--- config.mk ---
export PLATFORM = sky130hd
export DESIGN_NAME = ssg_ram
export DESIGN_NICKNAME = d
export VERILOG_FILES = /design/src/hw/rtl/ssg_ram.sv
export SDC_FILE = /design/constraint.sdc
export NUM_CORES = 2
export LEC_CHECK = 0
export ABC_AREA = 0
export BUFFER_PORTS_ARGS = -buffer_cell sky130_fd_sc_hd__buf_2
export CAP_MARGIN = 20
export CORE_AREA = 2 2 705 707
export CTS_CLUSTER_DIAMETER = 200
export DETAILED_ROUTE_END_ITERATION = 8
export DIE_AREA = 0 0 707 709
export PLACE_DENSITY = 0.42
export SLEW_MARGIN = 20
export SYNTH_ARGS = -nofsm -noshare
export SYNTH_HDL_FRONTEND = slang
export SYNTH_SLANG_ARGS = --single-unit
--- constraint.sdc ---
create_clock -name i_clk -period 2.4 [get_ports i_clk]
set_input_delay 0.48 -clock i_clk [delete_from_list [all_inputs] [get_ports i_clk]]
set_output_delay 0.48 -clock i_clk [all_outputs]
set_load 0.1 [all_outputs]
--- src/hw/rtl/ssg_ram.sv ---
// Generic single-write, single-read RAM with registered read data.
module ssg_ram #(
    parameter int WIDTH = 15,
    parameter int DEPTH = 256
) (
    input  logic                     i_clk,
    input  logic                     i_we,
    input  logic [$clog2(DEPTH)-1:0] i_waddr,
    input  logic [WIDTH-1:0]         i_wdata,
    input  logic [$clog2(DEPTH)-1:0] i_raddr,
    output logic [WIDTH-1:0]         o_rdata
);

    logic [WIDTH-1:0] r_mem [DEPTH];
    logic [WIDTH-1:0] r_rdata;

    always_ff @(posedge i_clk) begin
        if (i_we) begin
            r_mem[i_waddr] <= i_wdata;
        end
        r_rdata <= r_mem[i_raddr];
    end

    assign o_rdata = r_rdata;

endmodule

==> impl_results.md <==
- Synth Register Bits: 3855
- Syn_nets: 6741
- Clk_skew: about 0.044 ns
- Tcrit/Tclk final: 101.7%
- Comb power frac: under 10%
- Root Buffer Master: clkbuf_16
- Layout Nets: 8092
- Core ar.: 0.4929 mm^2
- Largest net degree at the start of global routing: 81
- Final WL: ~460000 um
- CTS Buffer Depth: 4
- Top_reg_cell synth: edfxtp_1
- Final Util: 37.17%
- Max_cap viols: 0
- Port Buffers: 47
- Final antenna-violating net count: 0
- Internal cell power: 113.9 mW
- Gp weighted congestion: 0.7954
- Total gr overflow: 0
- FILL cells: 44694
- Max Slew Vio Count: 0
- Worst slew pin tran: around 0.86 ns
- DRT iter0 DRCs: 7592
- Area leader, netlist: edfxtp_1
- Setup crit start kind: flop
- Failing checks: setup timing
- Chip Width: a little over 700 um
- Psw: roughly 33 mW
- Final min period: 2.442 ns
- Vias: about 75000
- Post-synthesis cell area: 0.1476 mm^2
- Final hold vios: 0
- Worst setup EP type: flop
- Sequential area share after synthesis: around 80%
- Number of H-tree levels: 5
- Yosys warning count: 0
- Total CTS buffers: 409
- Most frequent cell after synthesis: edfxtp_1
- Switching share of power: 22.24%
- PD cells: 799.6 mW/mm^2
- First-pass GRT wire length: 633300 um
- Number of synthesized flops with an enable pin: approximately 3800
- Critical path type: reg -> reg
- Commonest cells in the synthesized netlist: 3840 x edfxtp_1, 826 x mux4_2, 292 x nor2_1
- Peak VDD IR: roughly 0.0006 V
- Worst-path clk slew: 0.06 ns
- Worst EP arrival: 3.31 ns
- Syn Inst Count: 6708
- RSZ-0062 raised after global routing: yes
- Ports: 48
- Dpl hpwl: 297100 um
- Status: finished, violations left
- Worst skew pair latency: 1.01 ns
- Post-synth ARST share: 0%
- DRC: 0
- Area contributors post-synth: edfxtp_1 78%, mux4_2 13%, mux2i_1 1.5%, a22oi_1 1.1%, nor2_1 0.74%
- Die area: 0.5013 mm^2
- Row count: 258
- Initial antenna violation count: 39
- DR vias/cell: 5.011
- Pre-antenna DRT Iters: 6
- P&R area growth vs syn: 24.13%
- Synth Area per Inst: 22.01 um^2
- Die H: 709 um
- Avg WL per Cell: just over 30 um
- Clk pwr share: 42.8%
- Fmax: 409.5 MHz
- Gr usage total: between 10% and 20%
- Hold slack: 0.2689 ns
- Crit path setup slack, layout: -0.04182 ns
- Sequential cell fraction of total power: 50.8%
- CTS sink count: 3855
- Post-route setup TNS: -0.07479 ns
- Pleak: 58.32 nW
- Library cells used by synthesis: 58
- CP max FO: 1
- Endpoints failing setup: 3
- Max transition margin: 42.37%
- Min-Delay Path Class: in -> reg
- Vias in the first global route: slightly below 80000
- Worst Path Required: 3.27 ns
- Initial Util: between 20% and 30%
- Top-area cell type share of the netlist area: between 70 and 80%
- CTS tree: yes
- Layout cell share with drive strength beyond 1: about 36%
## layout by cell type, fill, tap and decap left out, types with 13 or more instances in the layout
master | Yosys | layout
a22oi_1 | 222 | 211
o22ai_1 | 100 | 91
nor2_1 | 292 | 252
buf_6 | 44 | 25
nand3_1 | 32 | 22
buf_2 | 84 | 13
buf_8 | 17 | 15
clkinv_2 | 0 | 70
clkbuf_1 | 170 | 86
buf_12 | 9 | 397
a221oi_2 | 0 | 15
clkinv_1 | 1 | 100
nor4_2 | 1 | 15
dlygate4sd3_1 | 0 | 15
clkbuf_16 | 0 | 417
o21ai_0 | 44 | 43
diode_2 | 0 | 19
nor2b_1 | 33 | 29
a22o_1 | 21 | 19
nor2_2 | 1 | 39
nand2_1 | 67 | 64
nor3_1 | 37 | 31
buf_16 | 0 | 13
buf_4 | 55 | 865
o221ai_1 | 77 | 74
mux4_2 | 826 | 826
a21oi_1 | 165 | 151
mux2_2 | 66 | 65
a31oi_1 | 16 | 16
a211oi_1 | 40 | 28
a221oi_1 | 48 | 32
mux2i_1 | 227 | 218
edfxtp_1 | 3840 | 3840
bufinv_16 | 0 | 39
## through the flow
stage	power [mW]	instances	setup WS, ns	cell area, um^2
after floorplan	79.55	6708	-0.2016	147600
after global placement	84.92	14086	-2.131	168200
after detailed placement	85.00	14087	-1.922	168200
after CTS	148.2	14869	-0.09540	182600
after global routing	151.1	14906	-0.07868	183200
final	146.5	14917	-0.04182	183200
## power groups by stage
| stage | combinational (mW) | sequential, mW | clock (mW) |
|---|---|---|---|
| 6_report | 9.44 | 74.4 | 62.7 |
| 5_1_grt | 9.94 | 74.4 | 66.7 |
| 4_1_cts | 9.54 | 74.4 | 64.3 |
| 3_5_place_dp | 9.17 | 75.8 | 0 |
| 3_3_place_gp | 9.10 | 75.8 | 0 |
| 2_1_floorplan | 3.48 | 76.1 | 0 |
## cell families after synthesis
family / after synthesis / synth area share [%]
AO/OA/AOI/OAI: 771 / 3.608
flip-flops: 3855 / 78.32
multiplexers: 1119 / 14.65
buffers and inverters: 411 / 1.709
AND/OR/NAND/NOR: 552 / 1.717
## worst paths after layout
| kind | startpoint | slack, ns | to | cells past startpoint |
|---|---|---|---|---|
| max | r_mem[135][5]$_DFFE_PP_ | -0.04 | o_rdata[5]$_DFF_P_ | 8 |
| min | i_waddr[1] | 0.27 | r_mem[147][6]$_DFFE_PP_ | 4 |
| max reg2reg | r_mem[135][5]$_DFFE_PP_ | -0.04 | o_rdata[5]$_DFF_P_ | 8 |
| min reg2reg | r_mem[38][7]$_DFFE_PP_ | 1.08 | o_rdata[7]$_DFF_P_ | 4 |
## sequential cells by signal, indices dropped and copies added, names as in the netlist
register / cells
r_mem: 3840
o_rdata: 15
## cell type report
class	instances	area [um^2]	area share, %
clock buffer	506	10790	5.888
timing repair buffer	1348	15680	8.556
sequential	3855	115600	63.11
inverter	3	11.26	0.006146
multi-input combinational	2442	30570	16.68
tap	6500	8133	4.439
clock inverter	244	2369	1.293
antenna	19	47.55	0.02595
## worst max-delay path, cell delays in order (launching register included)
cell,delay [ns]
edfxtp_1,0.36
mux4_2,0.50
mux2i_4,0.29
a211oi_4,0.14
buf_4,0.17
a211oi_4,0.41
buf_6,0.17
a21oi_4,0.06
nor3b_2,0.19
## per-layer routing
layer	share of wire [%]	track usage (%)	wire length [um]	vias up
met2	48	29.40	219600	1896
met1	45	25.53	205900	41044
met5	0.018	0	83	-
li1	-	-	-	31326
met4	2.0	3.545	9093	14
met3	5.1	2.645	23210	463
## what timing repair did
action | 4_1_cts | 5_1_grt
pin swaps | 25 | 23
gates cloned | 4 | 1
gates resized for setup | 177 | 49
buffers inserted | 15 | 29
hold buffers | 15 | 0
setup endpoints to repair | 28 | 15
endpoints found under the hold margin | 361 | 0
Note: power is estimated with default switching activity, not from simulation.
